### src/rtl/core/bte_pkg.sv
// bte_pkg: shared types, mode codes, character constants and lookup functions
// for the byte-to-text encoder. No dependencies.
`timescale 1ns / 1ps

package bte_pkg;

    // configuration port
    localparam int CFG_ADDR_W = 3;
    localparam int CFG_DATA_W = 32;
    localparam logic REG_MODE = 1'b0;   // register index, taken from paddr[2]

    // queue between front and back
    localparam int QUEUE_DEPTH_DEF = 2;

    // mode codes
    localparam logic [2:0] MODE_HEX_UPPER     = 3'd0;
    localparam logic [2:0] MODE_HEX_LOWER     = 3'd1;
    localparam logic [2:0] MODE_PCT_UPPER     = 3'd2;
    localparam logic [2:0] MODE_PCT_LOWER     = 3'd3;
    localparam logic [2:0] MODE_B64_PAD       = 3'd4;
    localparam logic [2:0] MODE_B64_NOPAD     = 3'd5;
    localparam logic [2:0] MODE_B64_URL_PAD   = 3'd6;
    localparam logic [2:0] MODE_B64_URL_NOPAD = 3'd7;

    // base64 group positions
    localparam logic [1:0] GP_FIRST  = 2'd0;
    localparam logic [1:0] GP_SECOND = 2'd1;
    localparam logic [1:0] GP_THIRD  = 2'd2;

    // characters
    localparam logic [7:0] CH_EQ    = 8'h3D;
    localparam logic [7:0] CH_PCT   = 8'h25;
    localparam logic [7:0] CH_TILDE = 8'h7E;
    localparam logic [7:0] CH_DASH  = 8'h2D;
    localparam logic [7:0] CH_UNDER = 8'h5F;
    localparam logic [7:0] CH_DOT   = 8'h2E;
    localparam logic [7:0] CH_PLUS  = 8'h2B;
    localparam logic [7:0] CH_SLASH = 8'h2F;

    typedef struct packed {
        logic [7:0] in_byte;
        logic       last_in;
    } t_in_item;

    typedef struct packed {
        logic [7:0] out_char;
        logic       last_out;
        logic       end_of_message;
    } t_out_item;

    // all characters one byte produces, plus where they end
    typedef struct packed {
        logic [3:0][7:0] chars;
        logic [1:0]      last_idx;
        logic            eom;
    } t_group;

    function automatic logic [7:0] hex_char(input logic [3:0] nib, input logic lower);
        logic [7:0] r;
        if (nib < 4'd10) begin
            r = {4'b0, nib} + 8'h30;
        end else if (lower) begin
            r = {4'b0, nib} + 8'h57;
        end else begin
            r = {4'b0, nib} + 8'h37;
        end
        return r;
    endfunction

    function automatic logic [7:0] b64_char(input logic [5:0] v, input logic url);
        logic [7:0] r;
        if (v < 6'd26) begin
            r = {2'b0, v} + 8'h41;
        end else if (v < 6'd52) begin
            r = {2'b0, v} + 8'h47;
        end else if (v < 6'd62) begin
            r = {2'b0, v} - 8'd4;
        end else if (v == 6'd62) begin
            r = url ? CH_DASH : CH_PLUS;
        end else begin
            r = url ? CH_UNDER : CH_SLASH;
        end
        return r;
    endfunction

    function automatic logic is_plain(input logic [7:0] b);
        return (b inside {[8'h61:8'h7A], [8'h41:8'h5A], [8'h30:8'h39],
                          CH_DASH, CH_UNDER, CH_DOT, CH_TILDE});
    endfunction

endpackage

### src/rtl/core/bte_front.sv
// bte_front: accepts input bytes, keeps the base64 group state and builds
// the full character group of each byte. Depends on bte_pkg.
`timescale 1ns / 1ps

module bte_front
    import bte_pkg::*;
(
    input  logic     i_clk,
    input  logic     i_rst_n,
    input  logic [2:0] i_mode,
    input  logic     i_valid,
    input  t_in_item i_data,
    output logic     o_stall,
    input  logic     i_full,
    output logic     o_push,
    output t_group   o_group
);

    logic [1:0] r_gp;
    logic [3:0] r_held;
    logic [1:0] n_gp;
    logic [3:0] n_held;
    logic       w_accept;
    logic       w_lower;
    logic       w_pad;
    logic       w_url;
    logic [7:0] w_b;

    assign o_stall  = i_full;
    assign w_accept = i_valid && !i_full;
    assign o_push   = w_accept;

    assign w_b     = i_data.in_byte;
    assign w_lower = i_mode[0];
    assign w_pad   = !i_mode[0];
    assign w_url   = i_mode[1];

    always_comb begin
        o_group.chars    = '0;
        o_group.last_idx = 2'd0;
        o_group.eom      = i_data.last_in;
        n_gp             = GP_FIRST;
        n_held           = 4'd0;
        if (!i_mode[2]) begin
            if (i_mode[1] && is_plain(w_b)) begin
                o_group.chars[0] = w_b;
            end else if (i_mode[1]) begin
                o_group.chars[0] = CH_PCT;
                o_group.chars[1] = hex_char(w_b[7:4], w_lower);
                o_group.chars[2] = hex_char(w_b[3:0], w_lower);
                o_group.last_idx = 2'd2;
            end else begin
                o_group.chars[0] = hex_char(w_b[7:4], w_lower);
                o_group.chars[1] = hex_char(w_b[3:0], w_lower);
                o_group.last_idx = 2'd1;
            end
        end else begin
            case (r_gp)
                GP_SECOND: begin
                    o_group.chars[0] = b64_char({r_held[1:0], w_b[7:4]}, w_url);
                    if (i_data.last_in) begin
                        o_group.chars[1] = b64_char({w_b[3:0], 2'b00}, w_url);
                        o_group.chars[2] = CH_EQ;
                        o_group.last_idx = w_pad ? 2'd2 : 2'd1;
                    end else begin
                        n_gp   = GP_THIRD;
                        n_held = w_b[3:0];
                    end
                end
                GP_THIRD: begin
                    o_group.chars[0] = b64_char({r_held, w_b[7:6]}, w_url);
                    o_group.chars[1] = b64_char(w_b[5:0], w_url);
                    o_group.last_idx = 2'd1;
                end
                default: begin
                    // position three cannot arise and acts as the first
                    o_group.chars[0] = b64_char(w_b[7:2], w_url);
                    if (i_data.last_in) begin
                        o_group.chars[1] = b64_char({w_b[1:0], 4'b0000}, w_url);
                        o_group.chars[2] = CH_EQ;
                        o_group.chars[3] = CH_EQ;
                        o_group.last_idx = w_pad ? 2'd3 : 2'd1;
                    end else begin
                        n_gp   = GP_SECOND;
                        n_held = {2'b00, w_b[1:0]};
                    end
                end
            endcase
        end
    end

    always_ff @(posedge i_clk) begin
        if (!i_rst_n) begin
            r_gp   <= GP_FIRST;
            r_held <= 4'd0;
        end else if (w_accept) begin
            r_gp   <= n_gp;
            r_held <= n_held;
        end
    end

    a_text_clears: assert property (@(posedge i_clk) disable iff (!i_rst_n)
        (w_accept && !i_mode[2]) |=> (r_gp == GP_FIRST && r_held == 4'd0))
        else $error("group state not cleared after hex or percent beat");

    a_last_clears: assert property (@(posedge i_clk) disable iff (!i_rst_n)
        (w_accept && i_data.last_in) |=> (r_gp == GP_FIRST && r_held == 4'd0))
        else $error("group state not cleared after last beat");

    a_gp_range: assert property (@(posedge i_clk) disable iff (!i_rst_n)
        (r_gp != 2'd3) && (r_gp == GP_THIRD || r_held[3:2] == 2'b00))
        else $error("group position or held bits out of range");

endmodule

### src/rtl/core/bte_queue.sv
// bte_queue: short flip-flop queue of character groups between the front
// and the back. Depends on bte_pkg.
`timescale 1ns / 1ps

module bte_queue
    import bte_pkg::*;
#(
    parameter int DEPTH = QUEUE_DEPTH_DEF
) (
    input  logic   i_clk,
    input  logic   i_rst_n,
    input  logic   i_push,
    input  t_group i_group,
    input  logic   i_pop,
    output t_group o_head,
    output logic   o_full,
    output logic   o_empty
);

    localparam int IDX_W = (DEPTH > 1) ? $clog2(DEPTH) : 1;
    localparam int CNT_W = $clog2(DEPTH + 1);
    localparam logic [IDX_W-1:0] LAST_PTR = IDX_W'(DEPTH - 1);
    localparam logic [CNT_W-1:0] FULL_CNT = CNT_W'(DEPTH);

    t_group           r_mem [DEPTH];
    logic [IDX_W-1:0] r_wr_ptr;
    logic [IDX_W-1:0] r_rd_ptr;
    logic [CNT_W-1:0] r_count;
    logic             w_push;
    logic             w_pop;

    assign o_full  = (r_count == FULL_CNT);
    assign o_empty = (r_count == '0);
    assign o_head  = r_mem[r_rd_ptr];
    assign w_push  = i_push && !o_full;
    assign w_pop   = i_pop && !o_empty;

    always_ff @(posedge i_clk) begin
        if (w_push) begin
            r_mem[r_wr_ptr] <= i_group;
        end
    end

    always_ff @(posedge i_clk) begin
        if (!i_rst_n) begin
            r_wr_ptr <= '0;
            r_rd_ptr <= '0;
            r_count  <= '0;
        end else begin
            if (w_push) begin
                r_wr_ptr <= (r_wr_ptr == LAST_PTR) ? '0 : r_wr_ptr + 1'b1;
            end
            if (w_pop) begin
                r_rd_ptr <= (r_rd_ptr == LAST_PTR) ? '0 : r_rd_ptr + 1'b1;
            end
            if (w_push && !w_pop) begin
                r_count <= r_count + 1'b1;
            end else if (w_pop && !w_push) begin
                r_count <= r_count - 1'b1;
            end
        end
    end

endmodule

### src/rtl/core/bte_back.sv
// bte_back: walks the head group into the output register one character per
// cycle while the output is not stalled. Depends on bte_pkg.
`timescale 1ns / 1ps

module bte_back
    import bte_pkg::*;
(
    input  logic      i_clk,
    input  logic      i_rst_n,
    input  t_group    i_head,
    input  logic      i_empty,
    output logic      o_pop,
    output logic      o_valid,
    output t_out_item o_data,
    input  logic      i_stall
);

    logic       r_valid;
    t_out_item  r_data;
    logic [1:0] r_idx;
    logic       n_valid;
    logic [1:0] n_idx;
    logic       w_load;
    logic       w_cur_last;

    // a new character may enter when the output register is free or drains
    assign w_load     = !i_empty && (!r_valid || !i_stall);
    assign w_cur_last = (r_idx == i_head.last_idx);
    assign o_pop      = w_load && w_cur_last;
    assign o_valid    = r_valid;
    assign o_data     = r_data;

    always_comb begin
        n_valid = r_valid;
        n_idx   = r_idx;
        if (w_load) begin
            n_valid = 1'b1;
            n_idx   = w_cur_last ? 2'd0 : r_idx + 2'd1;
        end else if (!i_stall) begin
            n_valid = 1'b0;
        end
    end

    always_ff @(posedge i_clk) begin
        if (!i_rst_n) begin
            r_valid <= 1'b0;
            r_idx   <= 2'd0;
        end else begin
            r_valid <= n_valid;
            r_idx   <= n_idx;
        end
    end

    always_ff @(posedge i_clk) begin
        if (w_load) begin
            r_data.out_char       <= i_head.chars[r_idx];
            r_data.last_out       <= w_cur_last;
            r_data.end_of_message <= w_cur_last && i_head.eom;
        end
    end

endmodule

### src/rtl/core/byte_to_text_encoder.sv
// byte_to_text_encoder: top level with the mode register and its APB port,
// joining bte_front, bte_queue and bte_back. Depends on bte_pkg.
`timescale 1ns / 1ps

// Each input beat carries one message byte and a last flag; the block emits
// one output beat per text character. Mode 0/1 give two hex digits (upper or
// lower case), mode 2/3 percent-encode (letters, digits and - _ . ~ pass
// through, anything else becomes % and two hex digits), modes 4 to 7 give
// base64 (standard or URL alphabet, padded or not), with the leftover bits
// and padding flushed on the last byte. A byte yields one to four
// characters; last_out marks the final character of a byte and
// end_of_message the final character of a byte flagged last. The front
// builds each byte's whole character group in the cycle it is taken; the
// back shifts one character per cycle, while the output is not stalled,
// out of a registered output. The queue of QUEUE_DEPTH groups lets input
// keep flowing while output is stalled. Write the mode register (address 0)
// only while no beat is in flight.

module byte_to_text_encoder
    import bte_pkg::*;
#(
    parameter int QUEUE_DEPTH = QUEUE_DEPTH_DEF
) (
    input  logic                  i_clk,
    input  logic                  i_rst_n,
    input  logic                  i_valid,
    input  t_in_item              i_data,
    output logic                  o_stall,
    output logic                  o_valid,
    output t_out_item             o_data,
    input  logic                  i_stall,
    input  logic                  psel,
    input  logic                  penable,
    input  logic                  pwrite,
    input  logic [CFG_ADDR_W-1:0] paddr,
    input  logic [CFG_DATA_W-1:0] pwdata,
    output logic [CFG_DATA_W-1:0] prdata,
    output logic                  pready
);

    logic [2:0] r_mode;
    logic       w_full;
    logic       w_empty;
    logic       w_push;
    logic       w_pop;
    t_group     w_group;
    t_group     w_head;

    assign pready = 1'b1;
    assign prdata = (paddr[2] == REG_MODE) ? {{(CFG_DATA_W-3){1'b0}}, r_mode} : '0;

    always_ff @(posedge i_clk) begin
        if (!i_rst_n) begin
            r_mode <= MODE_HEX_UPPER;
        end else if (psel && penable && pwrite && pready && paddr[2] == REG_MODE) begin
            r_mode <= pwdata[2:0];
        end
    end

    bte_front u_front (
        .i_clk   (i_clk),
        .i_rst_n (i_rst_n),
        .i_mode  (r_mode),
        .i_valid (i_valid),
        .i_data  (i_data),
        .o_stall (o_stall),
        .i_full  (w_full),
        .o_push  (w_push),
        .o_group (w_group)
    );

    bte_queue #(
        .DEPTH (QUEUE_DEPTH)
    ) u_queue (
        .i_clk   (i_clk),
        .i_rst_n (i_rst_n),
        .i_push  (w_push),
        .i_group (w_group),
        .i_pop   (w_pop),
        .o_head  (w_head),
        .o_full  (w_full),
        .o_empty (w_empty)
    );

    bte_back u_back (
        .i_clk   (i_clk),
        .i_rst_n (i_rst_n),
        .i_head  (w_head),
        .i_empty (w_empty),
        .o_pop   (w_pop),
        .o_valid (o_valid),
        .o_data  (o_data),
        .i_stall (i_stall)
    );

endmodule

### config.mk
export PLATFORM = sky130hd
export DESIGN_NAME = byte_to_text_encoder
export DESIGN_NICKNAME = d
export VERILOG_FILES = /design/src/rtl/core/bte_pkg.sv /design/src/rtl/core/bte_front.sv /design/src/rtl/core/bte_queue.sv /design/src/rtl/core/bte_back.sv /design/src/rtl/core/byte_to_text_encoder.sv
export SDC_FILE = /design/constraint.sdc
export NUM_CORES = 1
export LEC_CHECK = 0
export BUFFER_PORTS_ARGS = -buffer_cell sky130_fd_sc_hd__buf_2
export CORE_ASPECT_RATIO = 0.9
export CORE_MARGIN = 5
export CORE_UTILIZATION = 58
export DETAILED_ROUTE_END_ITERATION = 8
export HOLD_SLACK_MARGIN = 0.03
export PLACE_DENSITY = 0.92
export SLEW_MARGIN = 0
export SYNTH_ARGS = -nofsm -noshare
export SYNTH_HDL_FRONTEND = slang
export SYNTH_SLANG_ARGS = --single-unit
### constraint.sdc
create_clock -name i_clk -period 3.5 [get_ports i_clk]
set_clock_uncertainty 0.2 [all_clocks]
set_input_delay 0.525 -clock i_clk [delete_from_list [all_inputs] [get_ports i_clk]]
set_output_delay 0.525 -clock i_clk [all_outputs]
set_load 0.05 [all_outputs]
==> results.ini, run 1 <==
[outcome]
run_status=finished clean

[finish]
drive_gt1_frac=0.1605
layoutNonFillerInstCount=833
area_growth_syn_to_layout_pct=9.146
n_antenna_cell=0
nNetsFinal=778

[clock_network]
worst_skew_pair_later_pin_latency_ps=330
clock-sinks=81
worst_setup_hold_path_clk_slew_ps=50
tritoncts=done
htree_levels=3
cts_inserted_buffers=9
cts.repair_timing.setup_buffer_count=0
cts.path.max_buffers=2
ctsRootBufferMaster=sky130_fd_sc_hd__clkbuf_16
cts-resized-gates=0
cts.hold.buffers_added=0

[global_routing]
groute.layer.met3.usage=0.05780
global_route.overflow_total=0
met1_usage=0.3720
first_pass_grt_wire_length_mm=28.46
initial_antenna_violation_count=0
grt_use_met2=0.4716
grt_start_max_net_pins=28
grt-busiest-layer=met2
grt_pass1_vias=5071
global_route.usage.total=0.2813

[worst_setup_path]
type_of_the_setup_path_with_the_least_slack=reg -> reg
timing.critical_path.required_ps=3370
reg2reg_to=u_queue.r_mem[0][8]
critPathCaptureType=flop
crit-reg2reg-launch=u_front.r_held[0]
worst-r2r-cell-count=7
critical_path_peak_fanout=10
worst-endpoint-arrival_ps=2820
reg2reg_setup_slack_ps=550
crit_path_start_kind=flop

[yosys]
synth-seq-cells=81
synthDistinctLibCells=77
synth_enable_flop_cells=64
synth_top_cell_by_area=sky130_fd_sc_hd__edfxtp_1
netlist_area_sq_um=6156
synth_largest_type_area_fraction=0.3122
post-synth-top-count-cell=sky130_fd_sc_hd__edfxtp_1
synthCells=664
ys_top_cells_by_area=sky130_fd_sc_hd__edfxtp_1 (31%), sky130_fd_sc_hd__ha_1 (5.7%), sky130_fd_sc_hd__dfxtp_1 (5.5%)
ys.warnings.count=0
post_synth_most_frequent_cells=sky130_fd_sc_hd__edfxtp_1 (64), sky130_fd_sc_hd__a21oi_1 (44), sky130_fd_sc_hd__nand2_1 (42)
synth-async-reset-ratio=0
synth_flop_cell=sky130_fd_sc_hd__edfxtp_1
synth_area_per_cell_sq_um=9.271
synth.yosys.seq_area_share=0.3675

[sta]
total_negative_slack_for_setup_checks_ps=0
finalWorstPathRequiredPeriod_ps=2949
period_share=0.8427
hold_violations=0
max_clock_freq_ghz=0.3391
timing_max_transition_violations_final=0
tightestPinTransition_ps=615.5
setup_viol=0
maxSlewHeadroom=0.5791
worst_hold_slack_ps=272.8
rsz0062_at_grt=false

[route]
routed_wire_length_per_instance_um=21.70
drt_iter0_markers=777
dr_total_vias=5501
final_antenna_net_count=0
vias_per_cell=6.604
post-route-drc-count=0
detail_route.wirelength_mm=18.07
drt_first_pass_iters=8

[floorplanning]
die_w_um=118.6
dieHeight_um=107.7
number_of_ports_placed_on_the_die_boundary=96
full_die_area_sq_um=12780
core_area_sq_um=10290
floorplan.initialDensity=0.5982
placementRows=35

[place]
gp_routability_congestion=0.9958
place.detailed.hpwl_mm=13.56
portBuffers=34
place.detailed.instances=817

[pwr]
ir_worst_vdd_uv=730.5
power-per-cell-area_nw_per_um2=520.0
static-leakage-power_nw=2.440

[hold_path]
worst_hold_path.num_cells=3
holdPathEnd=r_mode[0]
holdCritPathClass=in -> reg
hp-start=pwdata[0]

[job]
max_cap_violations=0

[metrics by stage]
step	instance area [sq um]	setup slack, ps	utilization	total power [W]
floorplan	6261	639.5	-	0.002328
global route	6719	414.6	0.6529	0.003657
CTS	6719	635.5	0.6529	0.003496
detailed placement	6434	339.2	0.6252	0.002622
finish	6719	550.7	0.6529	0.003494
global placement	6434	419.8	0.6252	0.002549
[state kept, by name, indices dropped and copies added, names as in the netlist, named ones only]
name,cells
u_queue.r_mem,54
u_queue.r_wr_ptr,1
u_front.r_gp,2
u_back.r_idx,2
u_back.o_valid,1
u_front.r_held,4
u_queue.r_count,2
r_mode,3
u_back.o_data,10
u_queue.r_rd_ptr,1
[per-layer routing]
metal  part of all wire  routed length [um]  vias to the layer above
met5                  0                   0                        -
met4              0.024                 438                        0
met3              0.098                1767                       53
met1               0.40                7177                     2610
li1                   -                   -                     2494
met2               0.48                8690                      344
[logic make-up after synthesis]
kind of cell	synth area share
buffers and inverters	0.08882
muxes	0.05406
other	0.001220
xor gates and xnor gates	0.04695
AOI/OAI and AO/OA	0.2120
DFF	0.3675
adders and majority gates	0.05691
and+or+nand+nor	0.1726
[power by group]
group / total, W / switching [W] / internal [W]
clock network: 0.000871 / 0.000334 / 0.000537
registers: 0.00138 / 0.0000893 / 0.00129
logic: 0.00124 / 0.000860 / 0.000380
total: 0.00349 / 0.00128 / 0.00221
[worst max-delay path: stages (launching register included)]
cell	delay, ps
sky130_fd_sc_hd__dfxtp_1	500
sky130_fd_sc_hd__inv_1	190
sky130_fd_sc_hd__ha_1	300
sky130_fd_sc_hd__nand3b_1	390
sky130_fd_sc_hd__nor4_1	450
sky130_fd_sc_hd__nor3_1	120
sky130_fd_sc_hd__a311o_1	350
sky130_fd_sc_hd__o211a_1	170
[worst max-delay path by stage]
stage	startpoint	to	slack, ps	cells after the start
after floorplan	i_data[5]	u_queue.r_mem[0][16]	640	11
after global placement	i_data[3]	u_queue.r_mem[1][15]	420	9
after detailed placement	i_data[3]	u_queue.r_mem[1][15]	340	9
after CTS	u_front.r_held[0]	u_queue.r_mem[0][8]	640	7
after global routing	u_front.r_held[0]	u_queue.r_mem[0][8]	410	7
final	u_front.r_held[0]	u_queue.r_mem[0][8]	550	7
[final cells by class]
type | count | area [sq um]
repair buffers | 69 | 432.9
clock buffers | 14 | 274.0
inverters | 32 | 120.1
well taps | 129 | 161.4
multi-input cells | 506 | 3457
flip-flops and latches | 81 | 2262
clock inverters | 2 | 11.26
fillers | 819 | 3572
[placed cells by master, fill, tap and decap left out, types with 10 or more instances in the layout]
cell type                  netlist  layout
sky130_fd_sc_hd__o21ai_0        31      31
sky130_fd_sc_hd__nor2b_1        22      22
sky130_fd_sc_hd__nor3_1         18      18
sky130_fd_sc_hd__conb_1          2      30
sky130_fd_sc_hd__nand2_1        42      42
sky130_fd_sc_hd__buf_4          34      35
sky130_fd_sc_hd__o21ai_1        10      10
sky130_fd_sc_hd__o221ai_1       12      12
sky130_fd_sc_hd__ha_1           28      28
sky130_fd_sc_hd__o211ai_1       13      13
sky130_fd_sc_hd__nor2_1         35      33
sky130_fd_sc_hd__nand3_1        23      23
sky130_fd_sc_hd__a21oi_1        44      44
sky130_fd_sc_hd__a31oi_1        12      12
sky130_fd_sc_hd__dfxtp_1        17      17
sky130_fd_sc_hd__buf_2          14      34
sky130_fd_sc_hd__mux2i_1        13      13
sky130_fd_sc_hd__or3_1          11      11
sky130_fd_sc_hd__edfxtp_1       64      64
sky130_fd_sc_hd__inv_1          29      29
sky130_fd_sc_hd__xnor2_1        28      28
No activity file was read; power rests on OpenSTA's default activity.
==> run 2: changes to the inputs <==
Clock period 3.5 ns to 2.8 ns, I/O delays scaled along.
==> results.ini, run 2 (synthesized netlist as in run 1, its figures left out) <==
[sta]
finalWorstPathRequiredPeriod_ps=2683
postLayoutSetupSlackWorst_ps=116.8
maxSlewHeadroom=0.5668
tightestPinTransition_ps=647.4
period_share=0.9583
setup_viol=0
max_clock_freq_ghz=0.3727
timing_max_transition_violations_final=0
hold_violations=0
worst_hold_slack_ps=147.0

[worst_setup_path]
crit_path_start_kind=flop
type_of_the_setup_path_with_the_least_slack=reg -> reg
critPathCaptureType=flop
timing.critical_path.required_ps=2670
worst-endpoint-arrival_ps=2550
critical_path_peak_fanout=6

[place]
place.detailed.hpwl_mm=14.27
portBuffers=34
pre_cts_slack_ps=-96.55
place.detailed.instances=869
gp_routability_congestion=0.9730

[global_routing]
grt-busiest-layer=met2
grt_start_max_net_pins=28
met1_usage=0.3833
first_pass_grt_wire_length_mm=29.10
groute.layer.met3.usage=0.05938
grt_use_met2=0.4688
global_route.overflow_total=0
initial_antenna_violation_count=0
global_route.usage.total=0.2878
grt_pass1_vias=5401

[job]
max_cap_violations=0

[clock_network]
htree_levels=3
ctsRootBufferMaster=sky130_fd_sc_hd__clkbuf_16
cts.hold.buffers_added=0
cts.path.max_buffers=2
cts_inserted_buffers=9
clock-sinks=81
worst_skew_pair_later_pin_latency_ps=340
worst_setup_hold_path_clk_slew_ps=60
tritoncts=done

[finish]
register_name_with_the_most_flops=u_queue.r_mem
layoutNonFillerInstCount=885
max_reg_flops=54
final_cell_mix=sky130_fd_sc_hd__buf_4 (86), sky130_fd_sc_hd__edfxtp_1 (64), sky130_fd_sc_hd__a21oi_1 (44)
drive_gt1_frac=0.2209
final_common_cell=sky130_fd_sc_hd__buf_4
area_growth_syn_to_layout_pct=16.52
n_antenna_cell=0
nNetsFinal=830

[floorplanning]
core_area_sq_um=10290
full_die_area_sq_um=12780
die_w_um=118.6
placementRows=35
dieHeight_um=107.7
floorplan.initialDensity=0.5982
number_of_ports_placed_on_the_die_boundary=96

[route]
drt_iter0_markers=673
detail_route.wirelength_mm=18.46
final_antenna_net_count=0
routed_wire_length_per_instance_um=20.85
dr_total_vias=5717
vias_per_cell=6.460
drt_first_pass_iters=6
post-route-drc-count=0

[pwr]
clockPowerShare=0.275
pwr-share-seq=0.370
switching_share=0.3579
static-leakage-power_nw=2.716
switchingPower_w=0.001644
power-per-cell-area_nw_per_um2=640.4
combPwrFrac=0.355
power_report.internal_total_w=0.002949
ir_worst_vdd_uv=1012

[hold_path]
holdCritPathClass=in -> reg

[outcome]
run_status=finished clean

-- run 2: changes by cell type in the layout (fill, tap and decap cells not counted), sizes merged --
cell | before | now
bufinv | 0 | 1
clkbuf | 14 | 12
inv | 32 | 33
buf | 69 | 121
-- run 2: final timing paths --
| path | endpoint | start | slack (ps) | depth (start not counted) |
|---|---|---|---|---|
| min reg2reg | u_back.o_valid | u_back.o_valid | 340 | 2 |
| max | u_queue.r_mem[0][8] | u_front.r_held[1] | 120 | 7 |
| max reg2reg | u_queue.r_mem[0][8] | u_front.r_held[1] | 120 | 7 |
| min | r_mode[0] | pwdata[0] | 150 | 3 |
-- run 2: through the flow --
step	setup TNS (ps)	utilization	instance area [sq um]	power [W]
global route	-12.74	0.6970	7173	0.004799
finish	0	0.6970	7173	0.004594
CTS	0	0.6967	7169	0.004599
global placement	-81.11	0.6643	6837	0.003256
floorplan	0	-	6261	0.002909
detailed placement	-205.3	0.6643	6837	0.003333
-- run 2: worst max-delay path, stage by stage, from the launching register on --
cell and delay [ps]:
sky130_fd_sc_hd__dfxtp_1 490, sky130_fd_sc_hd__inv_1 160, sky130_fd_sc_hd__ha_1 220, sky130_fd_sc_hd__nand3b_1 250, sky130_fd_sc_hd__nor4_1 400, sky130_fd_sc_hd__nor3_1 130, sky130_fd_sc_hd__a311o_1 370, sky130_fd_sc_hd__o211a_1 190
-- run 2: power by group through the flow --
stage | clock [W] | sequential (W) | combinational (W)
after floorplan | 0 | 0.00200 | 0.000912
after global placement | 0 | 0.00170 | 0.00155
after global routing | 0.00134 | 0.00172 | 0.00174
after detailed placement | 0 | 0.00173 | 0.00161
after CTS | 0.00127 | 0.00170 | 0.00162
final | 0.00126 | 0.00170 | 0.00163
-- run 2: area by class of cell --
cell class	count	area (sq um)
Tap cell	129	161.4
Clock buffer	12	279.0
Fill cell	811	3118
Timing Repair Buffer	121	835.8
Clock inverter	4	53.80
Sequential cell	81	2262
Inverter	32	120.1
Multi-Input combinational cell	506	3461
-- run 2: metal layers --
metal | vias up | part of all wire
li1 | 2604 | -
met1 | 2719 | 0.41
met2 | 338 | 0.47
met3 | 56 | 0.091
met4 | 0 | 0.028
met5 | - | 0
-- run 2: what timing repair did --
action	4_1_cts	5_1_grt
buffers inserted	0	0
setup endpoints to repair	0	8
resized for setup	0	2
==> run 3: changes to the inputs <==
==> constraint.sdc (replaced) <==
create_clock -name i_clk -period 2.8 [get_ports i_clk]
set_clock_uncertainty 0.2 [all_clocks]
set_input_delay 0.56 -clock i_clk [delete_from_list [all_inputs] [get_ports i_clk]]
set_output_delay 0.56 -clock i_clk [all_outputs]
set_load 0.05 [all_outputs]
==> results.ini, run 3 (synthesized netlist as in run 1, its figures left out) <==
[finish]
n_antenna_cell=0
max_reg_flops=54
final.fill_count=707
drive_gt1_frac=0.2403
register_name_with_the_most_flops=u_queue.r_mem
final_cell_mix=sky130_fd_sc_hd__buf_4 (100), sky130_fd_sc_hd__edfxtp_1 (64), sky130_fd_sc_hd__a21oi_1 (43)
final_common_cell=sky130_fd_sc_hd__buf_4
area_growth_syn_to_layout_pct=18.48
fin_util=0.7087
nNetsFinal=844
finish.instance_area_sq_um=7293

[route]
final_antenna_net_count=0
drt_iter0_markers=1050
routed_wire_length_per_instance_um=20.22
post-route-drc-count=0
vias_per_cell=6.670
dr_total_vias=5996
detail_route.wirelength_mm=18.18
drt_first_pass_iters=6

[hold_path]
holdCritPathClass=in -> reg
worst_hold_path.num_cells=3

[worst_setup_path]
worst_path_largest_cell_delay_ps=450
critical_path_depth=7
type_of_the_setup_path_with_the_least_slack=reg -> reg
crit_slowest_cell=sky130_fd_sc_hd__dfxtp_1
crit_chain=inv_1, ha_1, nand3b_1, nor4_1, nor3_1, a311o_1, o211a_1
critPathCaptureType=flop
critical_path_peak_fanout=5
crit-reg2reg-launch=u_front.r_held[0]
crit_path_start_kind=flop
critical_path.n_buffers_inverters=1
reg2reg_to=u_queue.r_mem[0][8]
reg2reg_setup_slack_ps=50
cp_top_family=simple AND/OR/NAND/NOR gates
worst-r2r-cell-count=7
critical_path.endpoint=u_queue.r_mem[0][8]
startpoint=u_front.r_held[0]
worst-endpoint-arrival_ps=2620
timing.critical_path.required_ps=2670

[clock_network]
clock-sinks=81
tritoncts=done
worst_skew_pair_later_pin_latency_ps=340
htree_levels=3
ctsRootBufferMaster=sky130_fd_sc_hd__clkbuf_16
cts_inserted_buffers=9
worst_setup_hold_path_clk_slew_ps=60
cts.path.max_buffers=2
cts.repair_timing.setup_buffer_count=0

[place]
portBuffers=34
placed_area_sq_um=6945
gp_routability_congestion=1.117
place.detailed.hpwl_mm=13.77

[floorplanning]
number_of_ports_placed_on_the_die_boundary=96
full_die_area_sq_um=12780
die_w_um=118.6
placementRows=35
dieHeight_um=107.7
floorplan.initialDensity=0.5982
core_area_sq_um=10290

[sta]
max_clock_freq_ghz=0.3630
period_share=0.9837
finalWorstPathRequiredPeriod_ps=2754
timing_max_transition_violations_final=0
setup_viol=0
hold_violations=0

[global_routing]
initial_antenna_violation_count=0
global_route.overflow_total=0
global_route.usage.total=0.2824
grt_start_max_net_pins=28
first_pass_grt_wire_length_mm=29.31
grt_pass1_vias=5707

[pwr]
power-per-cell-area_nw_per_um2=630.3
ir_worst_vdd_uv=979.7
report.power.total_w=0.004597
static-leakage-power_nw=2.780

[job]
max_cap_violations=0

[outcome]
run_status=finished clean

## run 3: cell types whose count changed in the layout (fill, tap and decap cells not counted), sizes merged
cell / delta
bufinv: -1
clkinv: +1
clkinvlp: +1
inv: -1
buf: +14
## run 3: worst reg2reg max path: stages (launching register included)
cell and delay, ps:
sky130_fd_sc_hd__dfxtp_1 450, sky130_fd_sc_hd__inv_1 170, sky130_fd_sc_hd__ha_1 320, sky130_fd_sc_hd__nand3b_1 220, sky130_fd_sc_hd__nor4_1 450, sky130_fd_sc_hd__nor3_1 140, sky130_fd_sc_hd__a311o_1 360, sky130_fd_sc_hd__o211a_1 180
## run 3: worst min-delay path by stage
stage / from / endpoint / slack [ps]
detailed placement: u_back.o_valid / u_back.o_valid / 300
global placement: u_back.o_valid / u_back.o_valid / 280
global route: pwdata[1] / r_mode[1] / 300
CTS: pwdata[1] / r_mode[1] / 270
floorplan: u_front.r_held[3] / u_front.r_held[3] / 280
finish: pwdata[1] / r_mode[1] / 280
## run 3: timing repair
item	CTS	global route
hold buffers	0	0
gates resized for setup	0	5
setup endpoints to repair	0	10
## run 3: final cells by class
| cell class | instances | area, sq um | area share |
|---|---|---|---|
| clock buffer | 12 | 300.3 | 0.04117 |
| clock inverter | 4 | 27.53 | 0.003774 |
| inverter | 32 | 120.1 | 0.01647 |
| multi-input combinational | 506 | 3480 | 0.4771 |
| sequential | 81 | 2263 | 0.3103 |
| tap | 129 | 161.4 | 0.02213 |
| timing repair buffer | 135 | 940.9 | 0.1290 |
## run 3: metrics by stage
| stage | setup slack [ps] | instances | hold WS, ps | TNS [ps] |
|---|---|---|---|---|
| CTS | 62.44 | 899 | 268.9 | 0 |
| global route | -5.294 | 899 | 295.6 | -10.57 |
| finish | 45.55 | 899 | 277.8 | 0 |
| detailed placement | -100.1 | 883 | 303.1 | -1535 |
| global placement | -50.56 | 883 | 276.3 | -166.4 |
| floorplan | 38.43 | 692 | 279.1 | 0 |
## run 3: report_power, final
group	switching, W	leakage [nW]	internal [W]	total [W]
clock	0.000471	0.161	0.000763	0.00123
combinational	0.00112	1.88	0.000546	0.00166
sequential	0.0000876	0.738	0.00161	0.00170
total	0.00168	2.78	0.00292	0.00460
## run 3: layer usage
metal	up-vias	routed length, um	global-route usage
li1	2631	-	-
met1	2753	6795	0.3744
met2	492	8352	0.4541
met3	120	2176	0.05570
met4	0	851	0.1158
met5	-	0	0
